### config.mk
export PLATFORM = sky130hd
export DESIGN_NAME = box_line_breaker
export DESIGN_NICKNAME = d
export VERILOG_FILES = /design/src/design/blb_pkg.sv /design/src/design/box_line_breaker.sv /design/src/design/blb_step.sv /design/src/design/blb_rsp_queue.sv
export SDC_FILE = /design/constraint.sdc
export NUM_CORES = 2
export LEC_CHECK = 0
export BUFFER_PORTS_ARGS = -buffer_cell sky130_fd_sc_hd__buf_2
export CAP_MARGIN = 40
export CORE_MARGIN = 2
export CORE_UTILIZATION = 55
export CTS_CLUSTER_SIZE = 8
export DETAILED_ROUTE_END_ITERATION = 8
export GPL_ROUTABILITY_DRIVEN = 0
export PLACE_DENSITY = 0.73
export RECOVER_POWER = 100
export SLEW_MARGIN = 30
export SYNTH_ARGS = -nofsm -noshare
export SYNTH_HDL_FRONTEND = slang
export SYNTH_HIERARCHICAL = 1
export SYNTH_SLANG_ARGS = --single-unit
export TNS_END_PERCENT = 1
### constraint.sdc
create_clock -name clock -period 14.45 [get_ports clock]
set_input_delay 2.1675 -clock clock [delete_from_list [all_inputs] [get_ports clock]]
set_output_delay 2.1675 -clock clock [all_outputs]
set_load 0.1 [all_outputs]
### src/design/blb_pkg.sv
`default_nettype none

package blb_pkg;

   // 15.16 fixed-point quantity, non-negative, 31 bits
   typedef logic [30:0] fx_type;

   localparam fx_type FX_MAX = 31'h7FFF_FFFF;

   // configuration register indexes
   localparam logic [1:0] CSR_HORIZONTAL_MODE = 2'd0;
   localparam logic [1:0] CSR_WRAP_ENABLE     = 2'd1;
   localparam logic [1:0] CSR_ROW_LIMIT       = 2'd2;
   localparam logic [1:0] CSR_COLUMN_LIMIT    = 2'd3;

   typedef struct packed {
      logic   horizontal_mode;
      logic   wrap_enable;
      fx_type row_limit;
      fx_type column_limit;
   } cfg_type;

   typedef struct packed {
      fx_type box_width;
      fx_type box_height;
      fx_type box_ascent;
      fx_type box_descent;
      logic   is_discardable;
      logic   is_last_box;
   } box_type;

   typedef struct packed {
      fx_type width;
      fx_type height;
      fx_type ascent;
      fx_type descent;
   } metrics_type;

   typedef struct packed {
      fx_type      line_width;
      fx_type      line_height;
      fx_type      line_ascent;
      fx_type      line_descent;
      logic [10:0] first_index;
      logic [10:0] box_count;
      logic        final_line;
   } line_type;

   function automatic fx_type sat_add(input fx_type a, input fx_type b);
      logic [31:0] s;
      s = {1'b0, a} + {1'b0, b};
      return s[31] ? FX_MAX : s[30:0];
   endfunction

endpackage

`default_nettype wire

### src/design/box_line_breaker.sv
`default_nettype none

// Greedy line breaker. Child boxes stream in one per transaction and are packed
// into rows (horizontal_mode 1) or columns (horizontal_mode 0); when wrap_enable
// is set, a box that would overflow row_limit or column_limit closes the open line.
// Each closed line leaves as one result transaction with its saturated metrics,
// first box index and box count; final_line (rsp_tlast) marks the line that ends
// a child list. A box waits in the input register while the step logic works on
// it, and the step fires only while the result queue has room; the lines that it
// closes then enter a three-entry result queue, whose head drives the result port.
// A box is accepted every cycle as long as results are
// taken; one box can close two lines (an overflow on the last box), and then the
// result queue, which must hold two free entries before the step logic fires,
// sets the pace. Box indexes and counts saturate at MAX_BOXES and are reported
// modulo 2048. Write the configuration only while no box is in flight.

module box_line_breaker
   import blb_pkg::*;
#(
   parameter int MAX_BOXES = 1024
) (
   input  wire logic         clock,
   input  wire logic         reset,
   // box transactions
   input  wire logic         req_tvalid,
   output logic              req_tready,
   // box_width, box_height, box_ascent, box_descent, zero pad
   input  wire logic [127:0] req_tdata,
   // is_discardable
   input  wire logic         req_tuser,
   input  wire logic         req_tlast,     // is_last_box
   // line transactions
   output logic              rsp_tvalid,
   input  wire logic         rsp_tready,
   // line_width, line_height, line_ascent, line_descent, first_index, box_count,
   // zero pad
   output logic [151:0]      rsp_tdata,
   output logic              rsp_tlast,     // final_line
   // configuration writes
   input  wire logic         csr_wen,
   input  wire logic [1:0]   csr_index,
   input  wire logic [30:0]  csr_wdata
);

   localparam int CW = $clog2(MAX_BOXES + 1);
   localparam logic [CW-1:0] MAX_IDX = CW'(MAX_BOXES);

   // configuration
   cfg_type cfg_ff;

   always_ff @(posedge clock) begin
      if (reset) begin
         cfg_ff.horizontal_mode <= 1'b1;
         cfg_ff.wrap_enable     <= 1'b0;
         cfg_ff.row_limit       <= '0;
         cfg_ff.column_limit    <= '0;
      end else if (csr_wen) begin
         case (csr_index)
            CSR_HORIZONTAL_MODE: cfg_ff.horizontal_mode <= csr_wdata[0];
            CSR_WRAP_ENABLE:     cfg_ff.wrap_enable     <= csr_wdata[0];
            CSR_ROW_LIMIT:       cfg_ff.row_limit       <= csr_wdata;
            CSR_COLUMN_LIMIT:    cfg_ff.column_limit    <= csr_wdata;
            default: begin
            end
         endcase
      end
   end

   // input register: hold the box until the step logic can fire
   logic    s1_valid_ff;
   box_type s1_box_ff;
   box_type s1_box_in;
   logic    go;
   logic    room;

   assign go         = s1_valid_ff && room;
   assign req_tready = !s1_valid_ff || go;

   assign s1_box_in.box_width      = req_tdata[30:0];
   assign s1_box_in.box_height     = req_tdata[61:31];
   assign s1_box_in.box_ascent     = req_tdata[92:62];
   assign s1_box_in.box_descent    = req_tdata[123:93];
   assign s1_box_in.is_discardable = req_tuser;
   assign s1_box_in.is_last_box    = req_tlast;

   always_ff @(posedge clock) begin
      if (reset) begin
         s1_valid_ff <= 1'b0;
      end else if (req_tready) begin
         s1_valid_ff <= req_tvalid;
      end
   end

   always_ff @(posedge clock) begin
      if (req_tready && req_tvalid) s1_box_ff <= s1_box_in;
   end

   // open-line state
   metrics_type   met_ff;
   metrics_type   met_in;
   fx_type        pend_ff;
   fx_type        pend_in;
   logic          pend_valid_ff;
   logic          pend_valid_in;
   logic [CW-1:0] start_ff;
   logic [CW-1:0] start_in;
   logic [CW-1:0] members_ff;
   logic [CW-1:0] members_in;
   logic [CW-1:0] box_idx_ff;
   logic [CW-1:0] box_idx_in;
   logic          res_a_valid;
   logic          res_b_valid;
   line_type      res_a;
   line_type      res_b;

   blb_step #(
      .MAX_BOXES (MAX_BOXES)
   ) u_step (
      .cfg            (cfg_ff),
      .box            (s1_box_ff),
      .met_cur        (met_ff),
      .pend_cur       (pend_ff),
      .pend_valid_cur (pend_valid_ff),
      .start_cur      (start_ff),
      .members_cur    (members_ff),
      .index_cur      (box_idx_ff),
      .met_nxt        (met_in),
      .pend_nxt       (pend_in),
      .pend_valid_nxt (pend_valid_in),
      .start_nxt      (start_in),
      .members_nxt    (members_in),
      .index_nxt      (box_idx_in),
      .res_a_valid    (res_a_valid),
      .res_a          (res_a),
      .res_b_valid    (res_b_valid),
      .res_b          (res_b)
   );

   // advance the line state only when the step fires
   always_ff @(posedge clock) begin
      if (reset) begin
         met_ff        <= '0;
         pend_ff       <= '0;
         pend_valid_ff <= 1'b0;
         start_ff      <= '0;
         members_ff    <= '0;
         box_idx_ff    <= '0;
      end else if (go) begin
         met_ff        <= met_in;
         pend_ff       <= pend_in;
         pend_valid_ff <= pend_valid_in;
         start_ff      <= start_in;
         members_ff    <= members_in;
         box_idx_ff    <= box_idx_in;
      end
   end

   // result queue
   line_type head;
   logic     head_valid;

   blb_rsp_queue u_rsp_queue (
      .clock      (clock),
      .reset      (reset),
      .push_a     (go && res_a_valid),
      .data_a     (res_a),
      .push_b     (go && res_b_valid),
      .data_b     (res_b),
      .pop        (head_valid && rsp_tready),
      .head_valid (head_valid),
      .head       (head),
      .room       (room)
   );

   assign rsp_tvalid = head_valid;
   assign rsp_tlast  = head.final_line;
   assign rsp_tdata  = {6'b0, head.box_count, head.first_index, head.line_descent,
                        head.line_ascent, head.line_height, head.line_width};

   // a box that ends the child list returns the index counter to zero
   a_last_clears_index : assert property (@(posedge clock) disable iff (reset)
      go && s1_box_ff.is_last_box |=> box_idx_ff == '0)
      else $error("box index not cleared after last box");

   // counters never pass their saturation point
   a_counters_saturate : assert property (@(posedge clock) disable iff (reset)
      box_idx_ff <= MAX_IDX && members_ff <= MAX_IDX && start_ff <= MAX_IDX)
      else $error("box counter beyond MAX_BOXES");

   // a second result only comes with a first one in the same step
   a_second_needs_first : assert property (@(posedge clock) disable iff (reset)
      go && res_b_valid |-> res_a_valid && res_b.final_line)
      else $error("second result without first or not final");

endmodule

`default_nettype wire

### src/design/blb_step.sv
`default_nettype none

module blb_step
   import blb_pkg::*;
#(
   parameter int MAX_BOXES = 1024,
   localparam int CW = $clog2(MAX_BOXES + 1)
) (
   input  cfg_type          cfg,
   input  box_type          box,
   input  metrics_type      met_cur,
   input  fx_type           pend_cur,
   input  logic             pend_valid_cur,
   input  logic [CW-1:0]    start_cur,
   input  logic [CW-1:0]    members_cur,
   input  logic [CW-1:0]    index_cur,
   output metrics_type      met_nxt,
   output fx_type           pend_nxt,
   output logic             pend_valid_nxt,
   output logic [CW-1:0]    start_nxt,
   output logic [CW-1:0]    members_nxt,
   output logic [CW-1:0]    index_nxt,
   output logic             res_a_valid,
   output line_type         res_a,
   output logic             res_b_valid,
   output line_type         res_b
);

   localparam logic [CW-1:0] MAX_IDX = CW'(MAX_BOXES);

   function automatic logic [CW-1:0] bump(input logic [CW-1:0] v);
      return (v < MAX_IDX) ? v + 1'b1 : MAX_IDX;
   endfunction

   function automatic logic [10:0] idx11(input logic [CW-1:0] v);
      logic [CW+10:0] e;
      e = {11'b0, v};
      return e[10:0];
   endfunction

   function automatic line_type make_line(input metrics_type m, input logic [CW-1:0] st,
                                          input logic [CW-1:0] mb, input logic fin);
      line_type l;
      l.line_width   = m.width;
      l.line_height  = m.height;
      l.line_ascent  = m.ascent;
      l.line_descent = m.descent;
      l.first_index  = idx11(st);
      l.box_count    = idx11(mb);
      l.final_line   = fin;
      return l;
   endfunction

   always_comb begin
      metrics_type   m;
      fx_type        pd;
      logic          pv;
      logic [CW-1:0] st;
      logic [CW-1:0] mb;
      logic [CW-1:0] ix;
      logic          brk;
      logic          done;
      fx_type        ad;
      line_type      brk_line;
      line_type      last_line;

      m         = met_cur;
      pd        = pend_cur;
      pv        = pend_valid_cur;
      st        = start_cur;
      mb        = members_cur;
      ix        = index_cur;
      done      = 1'b0;
      ad        = '0;
      brk_line  = '0;
      last_line = '0;

      if (!cfg.horizontal_mode) begin
         brk = cfg.wrap_enable &&
               (({1'b0, box.box_height} + {1'b0, m.height}) > {1'b0, cfg.column_limit});
         if (brk) begin
            brk_line = make_line(m, st, mb, 1'b0);
            m  = '0;
            st = ix;
            mb = '0;
            pd = '0;
            pv = 1'b0;
         end
         if (box.box_width > m.width) m.width = box.box_width;
         m.height = sat_add(m.height, box.box_height);
         mb       = bump(mb);
      end else begin
         brk = cfg.wrap_enable && (ix != '0) &&
               (({1'b0, box.box_width} + {1'b0, m.width}) > {1'b0, cfg.row_limit});
         if (brk) begin
            // a row without text takes its height as ascent
            if (m.ascent == '0) begin
               m.ascent  = m.height;
               m.descent = '0;
            end
            // drop a trailing space from the closed row
            if (pv) begin
               m.width = (m.width > pd) ? m.width - pd : '0;
               if (mb != '0) mb = mb - 1'b1;
            end
            brk_line = make_line(m, st, mb, box.is_discardable && box.is_last_box);
            m  = '0;
            st = ix;
            mb = '0;
            pd = '0;
            pv = 1'b0;
            if (box.is_discardable) begin
               done = 1'b1;
               if (box.is_last_box) begin
                  st = '0;
                  ix = '0;
               end else begin
                  st = bump(ix);
                  ix = bump(ix);
               end
            end
         end
         if (!done) begin
            if (box.box_ascent != '0) begin
               if (m.ascent < box.box_ascent) m.ascent = box.box_ascent;
               if (m.descent < box.box_descent) m.descent = box.box_descent;
               ad = sat_add(m.ascent, m.descent);
               if (m.height < ad) m.height = ad;
            end else if (box.box_height > m.height) begin
               m.height = box.box_height;
            end
            m.width = sat_add(m.width, box.box_width);
            mb      = bump(mb);
            pv      = box.is_discardable;
            pd      = box.is_discardable ? box.box_width : '0;
         end
      end

      if (!done) begin
         ix = bump(ix);
         if (box.is_last_box) begin
            last_line = make_line(m, st, mb, 1'b1);
            m  = '0;
            st = '0;
            mb = '0;
            pd = '0;
            pv = 1'b0;
            ix = '0;
         end
      end

      met_nxt        = m;
      pend_nxt       = pd;
      pend_valid_nxt = pv;
      start_nxt      = st;
      members_nxt    = mb;
      index_nxt      = ix;
      res_a_valid    = brk || (!done && box.is_last_box);
      res_a          = brk ? brk_line : last_line;
      res_b_valid    = brk && !done && box.is_last_box;
      res_b          = last_line;
   end

endmodule

`default_nettype wire

### src/design/blb_rsp_queue.sv
`default_nettype none

module blb_rsp_queue
   import blb_pkg::*;
(
   input  logic     clock,
   input  logic     reset,
   input  logic     push_a,
   input  line_type data_a,
   input  logic     push_b,
   input  line_type data_b,
   input  logic     pop,
   output logic     head_valid,
   output line_type head,
   output logic     room
);

   localparam int DEPTH = 3;

   line_type   q_ff [DEPTH];
   line_type   q_in [DEPTH];
   logic [1:0] cnt_ff;
   logic [1:0] cnt_in;
   logic [1:0] cnt_p;

   assign head_valid = (cnt_ff != 2'd0);
   assign head       = q_ff[0];
   // two free entries are needed for an item that closes two lines
   assign room       = (cnt_ff <= 2'd1);

   always_comb begin
      cnt_p = cnt_ff - {1'b0, pop};
      for (int i = 0; i < DEPTH; i++) begin
         if (pop && i < DEPTH - 1) q_in[i] = q_ff[i + 1];
         else                      q_in[i] = q_ff[i];
         if (push_a && cnt_p == 2'(i)) q_in[i] = data_a;
         if (push_b && 2'(cnt_p + 2'd1) == 2'(i)) q_in[i] = data_b;
      end
      cnt_in = cnt_p + {1'b0, push_a} + {1'b0, push_b};
   end

   always_ff @(posedge clock) begin
      for (int i = 0; i < DEPTH; i++) q_ff[i] <= q_in[i];
   end

   always_ff @(posedge clock) begin
      if (reset) begin
         cnt_ff <= 2'd0;
      end else begin
         cnt_ff <= cnt_in;
      end
   end

endmodule

`default_nettype wire
## After elaboration in Yosys (flattened, before gate mapping)

Memories as Yosys holds them, arrays and structs flattened.
Index checks and enable logic that the tools add are counted.

| storage, ports and cells | value |
|---|---|
| output and inout bits | 155 |
| memories | 1 |
| bits in registers | 382 |
| logic and storage cells | 175 |
| memory bits (writable) | 441 |
| input bits | 168 |

| operators by class | value |
|---|---|
| $lt $le $gt $ge | 13 |
| equal/unequal tests | 7 |
| multiplexer cells | 84 |
| add/subtract/negate cells | 15 |
| reduce and logical (&&, ||, !) cells | 34 |

Memories:

| memory | depth | bits a word | read ports | clocked after memory_dff | wr ports | RTL line | source |
|---|---|---|---|---|---|---|---|
| u_rsp_queue.q_ff | 3 | 147 | 3 | 0 | 3 | blb_rsp_queue.sv:20 | `line_type q_ff [DEPTH];` |

Operators with widths:

| cell | count |
|---|---|
| $mux W147 | 14 |
| $mux W124 | 8 |
| $mux W31 | 24 |
| $mux W11 | 25 |
| $add A31 B31 Y32 | 5 |
| $mux W62 | 2 |
| $gt A31 B31 Y1 | 3 |
| $lt A31 B31 Y1 | 3 |
| $gt A32 B31 Y1 | 2 |
| $add A11 B1 Y11 const B | 4 |
| $lt A11 B11 Y1 const B | 4 |
| $logic_not A31 Y1 | 1 |
| $reduce_bool A31 Y1 | 1 |
| $sub A31 B31 Y31 | 1 |
| $reduce_bool A11 Y1 | 2 |
| $logic_and A1 B1 Y1 | 18 |
| $mux W1 | 11 |
| $sub A11 B1 Y11 const B | 1 |
| $eq A2 B2 Y1 const B | 4 |
| $reduce_and A2 Y1 | 4 |
| $eq A2 B1 Y1 const B | 3 |
| $logic_not A2 Y1 | 3 |
| $add A2 B1 Y2 | 2 |
| $add A2 B1 Y2 const B | 1 |
| other kinds (5) | 7 |

## Depth between registers and ports, before layout

| logic depth | value |
|---|---|
| word-level depth | 22 |
| mapped depth | 68 |
| mapped depth without buffers | 61 |

## Cells and area by module

Netlist, hierarchy kept.

Modules (own cells, without submodules):

| module | cells each | instances | area each (sq um) | sequential area each (sq um) |
|---|---|---|---|---|
| blb_step | 3922 | 1 | 25358.1 | 0.0 |
| blb_rsp_queue | 1854 | 1 | 23182.2 | 13282.7 |
| box_line_breaker | 1249 | 1 | 14619.0 | 8868.5 |

## Worst setup path after synthesis

No wires, ideal clock.

| timing path | value |
|---|---|
| kind | reg-to-reg |
| start | register s1_box_ff[109] (netlist name) |
| end | memory u_rsp_queue/q_ff[0][95] (netlist name) (data pin) |
| slack | 1.401 ns |
| period minus slack after synthesis | 13.049 ns |
| stages on the path, launching flop included | 64 |
| arrival time | 12.788 ns |
| library setup time | 0.261 ns |
| data required time | 14.189 ns |
| path buffers | 8 |
| cell sequence | edfxtp_1 > ha_1 > a211oi_2 > nand2_1 > o21ai_0 > nor2_1 > a21oi_1 > o21ai_0 > a21oi_1 > o21ai_0 > a2111oi_0 > o21bai_1 > a21oi_1 > xnor2_1 > ha_1 > a21o_1 > a21oi_1 > o221ai_1 > [... 28 more ...] > buf_2 > nor2_1 > ha_1 > nand4_1 > nor2_1 > nand3_1 > or3_1 > or4_1 > or3_1 > o211ai_1 > o21ai_1 > nor2_2 > buf_2 > a22oi_1 > o21ai_1 > nor2_1 > and3_1 > a221o_1 |

RTL lines:

| what | RTL line | source |
|---|---|---|
| from (decl) | box_line_breaker.sv:71 | `box_type s1_box_ff;` |
| from (signal assigned) | box_line_breaker.sv:95 | `if (req_tready && req_tvalid) s1_box_ff <= s1_box_in;` |
| to (decl) | blb_rsp_queue.sv:20 |  |

==> out/metrics.csv <==
metric,value,unit
status,"finished, violations left",
violations,"capacitance limit, slew limit",
grt_util_all_layers,0.361,
num_vias,59400,
crit_top_cell,buf_4,
ir_worst_vdd,0.179,mV
slowest_stage,or4_1,
ys_ff_latch,823,
slew_headroom,-3.85,
start_util,0.553,
tightest_slew,7.28,ns
grt_pass1_vias,53600,
dpl.hpwl,152000,um
p_total,11.4,mW
p_seq_frac,0.299,
setup_viol,0,
cp_slowest_stage_delay,0.57,ns
h-tree-depth,3,
yosysTopAreaCell,edfxtp_1,
viasPerCell,6.93,
drt_iter0_markers,8743,
grt_pass1_wl,330000,um
worstRegToRegCells,61,
cts_hold_buf,0,
clock_sinks,823,
worstPathMaxFanout,10,
cts.clk_slew.worst_paths,0.06,ns
cts_buffers,114,
power.switching,5.33,mW
drive_above_1_share,0.141,
rrSetupSlack,0.37,ns
io_buffers,312,
drt-wirelength-per-cell,26.0,um
cts_tree,built,
drc,0,
drtAntennaViolNets,0,
cts_root_buf,clkbuf_16,
crit_start,met_ff[94],
whs,0.473,ns
hp-start,cfg_ff[48],
synth_flop_cell,edfxtp_1,
hold_viol,0,
nNetsFinal,7554,
antenna_found_initial,5,
grt_max_degree,219,
timing.fmax,71.0,MHz
r2r-start,met_ff[94],
die_x,343,um
fin_area,0.0685,sq mm
synthArstFlopShare,0,
syn_area_per_cell,8.99,sq um
routed_wl,223000,um
yosysSeqAreaShare,0.351,
clk-insertion-delay-late,0.74,ns
p_comb_frac,0.478,
die_h,343,um
die-area,0.118,sq mm
swShare,0.466,
cp.arrival,14.55,ns
critPathRequiredTime,14.92,ns
fin_crit_sh,0.975,
endpoint_kind,flop,
first_pass_iters,9,
yosysTopAreaCellShare,0.270,
leakage,27.4,nW
p_int,6.10,mW
rows,124,
ys_warn_count,6,
fin_skew,0.0443,ns
powerDensity,167,mW/mm^2
critPathKind,flop to flop,
area_delta_synth_final,8.45,%
max_cap_viol_count,10,
holdPathStages,2,
io_pins,323,
syn-cell-area,0.0632,sq mm
whs_endpoint,cfg_ff[48],
coreArea,0.114,sq mm
clockPowerShare,0.223,
grt_overflow,0,
start_kind,flop,
regToRegEndpoint,u_rsp_queue/q_ff[0][98],
syn_inst,7025,
synth-edff-count,567,
synth.distinct_cells,112,
slew_violations,669,
min_path_type,flop to flop,
synth.top_cells.by_area,"edfxtp_1 27%, dfxtp_1 8.1%, ha_1 8.0%",
clock_path_buffers,3,
dpl_cell_area,0.0650,sq mm
min_period,14.08,ns
==> through the flow <==
| stage | TNS, ns | utilization | cells | worst slack [ns] |
|---|---|---|---|---|
| after global routing | -0.423 | 0.600 | 8579 | -0.0819 |
| after detailed placement | 0 | 0.569 | 8350 | 0.0710 |
| after floorplan | 0 | - | 7030 | 1.40 |
| final | 0 | 0.600 | 8583 | 0.367 |
| after global placement | 0 | 0.566 | 8332 | 0.317 |
| after CTS | 0 | 0.598 | 8556 | 0.0780 |
==> critical path, delay by kind of cell, from the launching register on <==
family,cells,cell delay [ns]
adders and majority gates,5,1.60
and+or+nand+nor,17,3.83
DFF,1,0.38
AOI/OAI and AO/OA,30,6.40
muxes,1,0.33
xor gates and xnor gates,1,0.15
buffers and inverters,7,1.10
==> cell families (layout without fill, tap and decap cells) <==
group | count (synthesis) | in the layout | synth area share
flip-flops | 823 | 823 | 0.351
multiplexers | 294 | 294 | 0.0507
buffers and inverters | 975 | 1010 | 0.0732
other | 1 | 10 | 0.0000594
XOR/XNOR | 178 | 178 | 0.0248
adder cells (fa/ha/maj) | 411 | 411 | 0.0821
AND/OR/NAND/NOR | 2165 | 2165 | 0.180
AO/OA/AOI/OAI | 2178 | 2180 | 0.239
==> how the worst max path moves through the flow <==
stage / endpoint / slack (ns)
2_1_floorplan: u_rsp_queue/q_ff[0][95] / 1.40
3_3_place_gp: u_rsp_queue/q_ff[0][110] / 0.32
3_5_place_dp: u_rsp_queue/q_ff[0][110] / 0.07
4_1_cts: u_rsp_queue/q_ff[0][110] / 0.08
5_1_grt: u_rsp_queue/q_ff[0][110] / -0.08
6_report: u_rsp_queue/q_ff[0][98] / 0.37
==> state kept, by name (all words and copies together) (netlist names) <==
| signal | count |
|---|---|
| box_idx_ff | 11 |
| s1_box_ff | 126 |
| cfg_ff | 64 |
| start_ff | 11 |
| pend_ff | 31 |
| met_ff | 124 |
| u_rsp_queue/cnt_ff | 2 |
| members_ff | 11 |
| s1_valid_ff | 1 |
| u_rsp_queue/q_ff | 441 |
| pend_valid_ff | 1 |
==> cell type report <==
cell class,count,area (sq um)
diodes,4,10.0
repair buffers,532,3380
inverters,272,1030
clock inverters,8,88.8
well taps,1512,1890
clock buffers,198,3190
flip-flops and latches,823,22200
multi-input cells,5234,36800
fillers,9985,45700
==> cells in the mapped netlist (all sizes together) (39+ instances only) <==
cell / n
mux2i: 87
nand2: 408
o21ai: 509
nand2b: 131
a221o: 165
inv: 271
nand4: 62
a21o: 125
edfxtp: 567
ha: 403
a31oi: 173
buf: 363
nor3: 217
a211oi: 54
dfxtp: 256
mux2: 207
nand4b: 150
a21oi: 475
and2: 46
o2bb2ai: 92
nor2: 455
a22oi: 93
and3: 283
xnor2: 119
a21bo: 189
xor2: 59
nor2b: 39
clkbuf: 340
o21a: 45
nand3: 265
==> power by group through the flow <==
| stage | registers [mW] | logic, mW | clock network, mW |
|---|---|---|---|
| CTS | 3.40 | 5.25 | 2.57 |
| global placement | 3.44 | 5.08 | 0 |
| floorplan | 3.33 | 4.09 | 0 |
| detailed placement | 3.45 | 5.22 | 0 |
| global route | 3.44 | 5.72 | 2.66 |
| finish | 3.42 | 5.46 | 2.55 |
==> layer usage <==
metal / track usage / part of all wire
met5: 0 / 0.00011
met1: 0.504 / 0.39
met2: 0.519 / 0.41
met3: 0.0874 / 0.13
met4: 0.184 / 0.061
==> layout by cell type, fill, tap and decap left out, drive strengths merged, types with 92 or more instances in the layout <==
master   netlist  routed
mux2         207     207
a21bo        189     189
ha           403     403
inv          271     275
a21oi        475     475
nor2         455     455
edfxtp       567     567
a22oi         93      93
clkbuf       340     373
buf          363     357
nand3        265     265
nor3         217     217
a221o        165     165
nand2b       131     131
o21ai        509     509
and3         283     283
xnor2        119     119
nand4b       150     150
a21o         125     125
o2bb2ai       92      92
a31oi        173     173
dfxtp        256     256
nand2        408     408
==> what timing repair did <==
item                                    in CTS  in global routing
setup buffers                                0                  9
resized for setup                            1                 32
endpoints found under the setup margin       5                124
pin swaps                                    0                  5
gates cloned                                 0                  2
(Power assumes the default switching activity.)
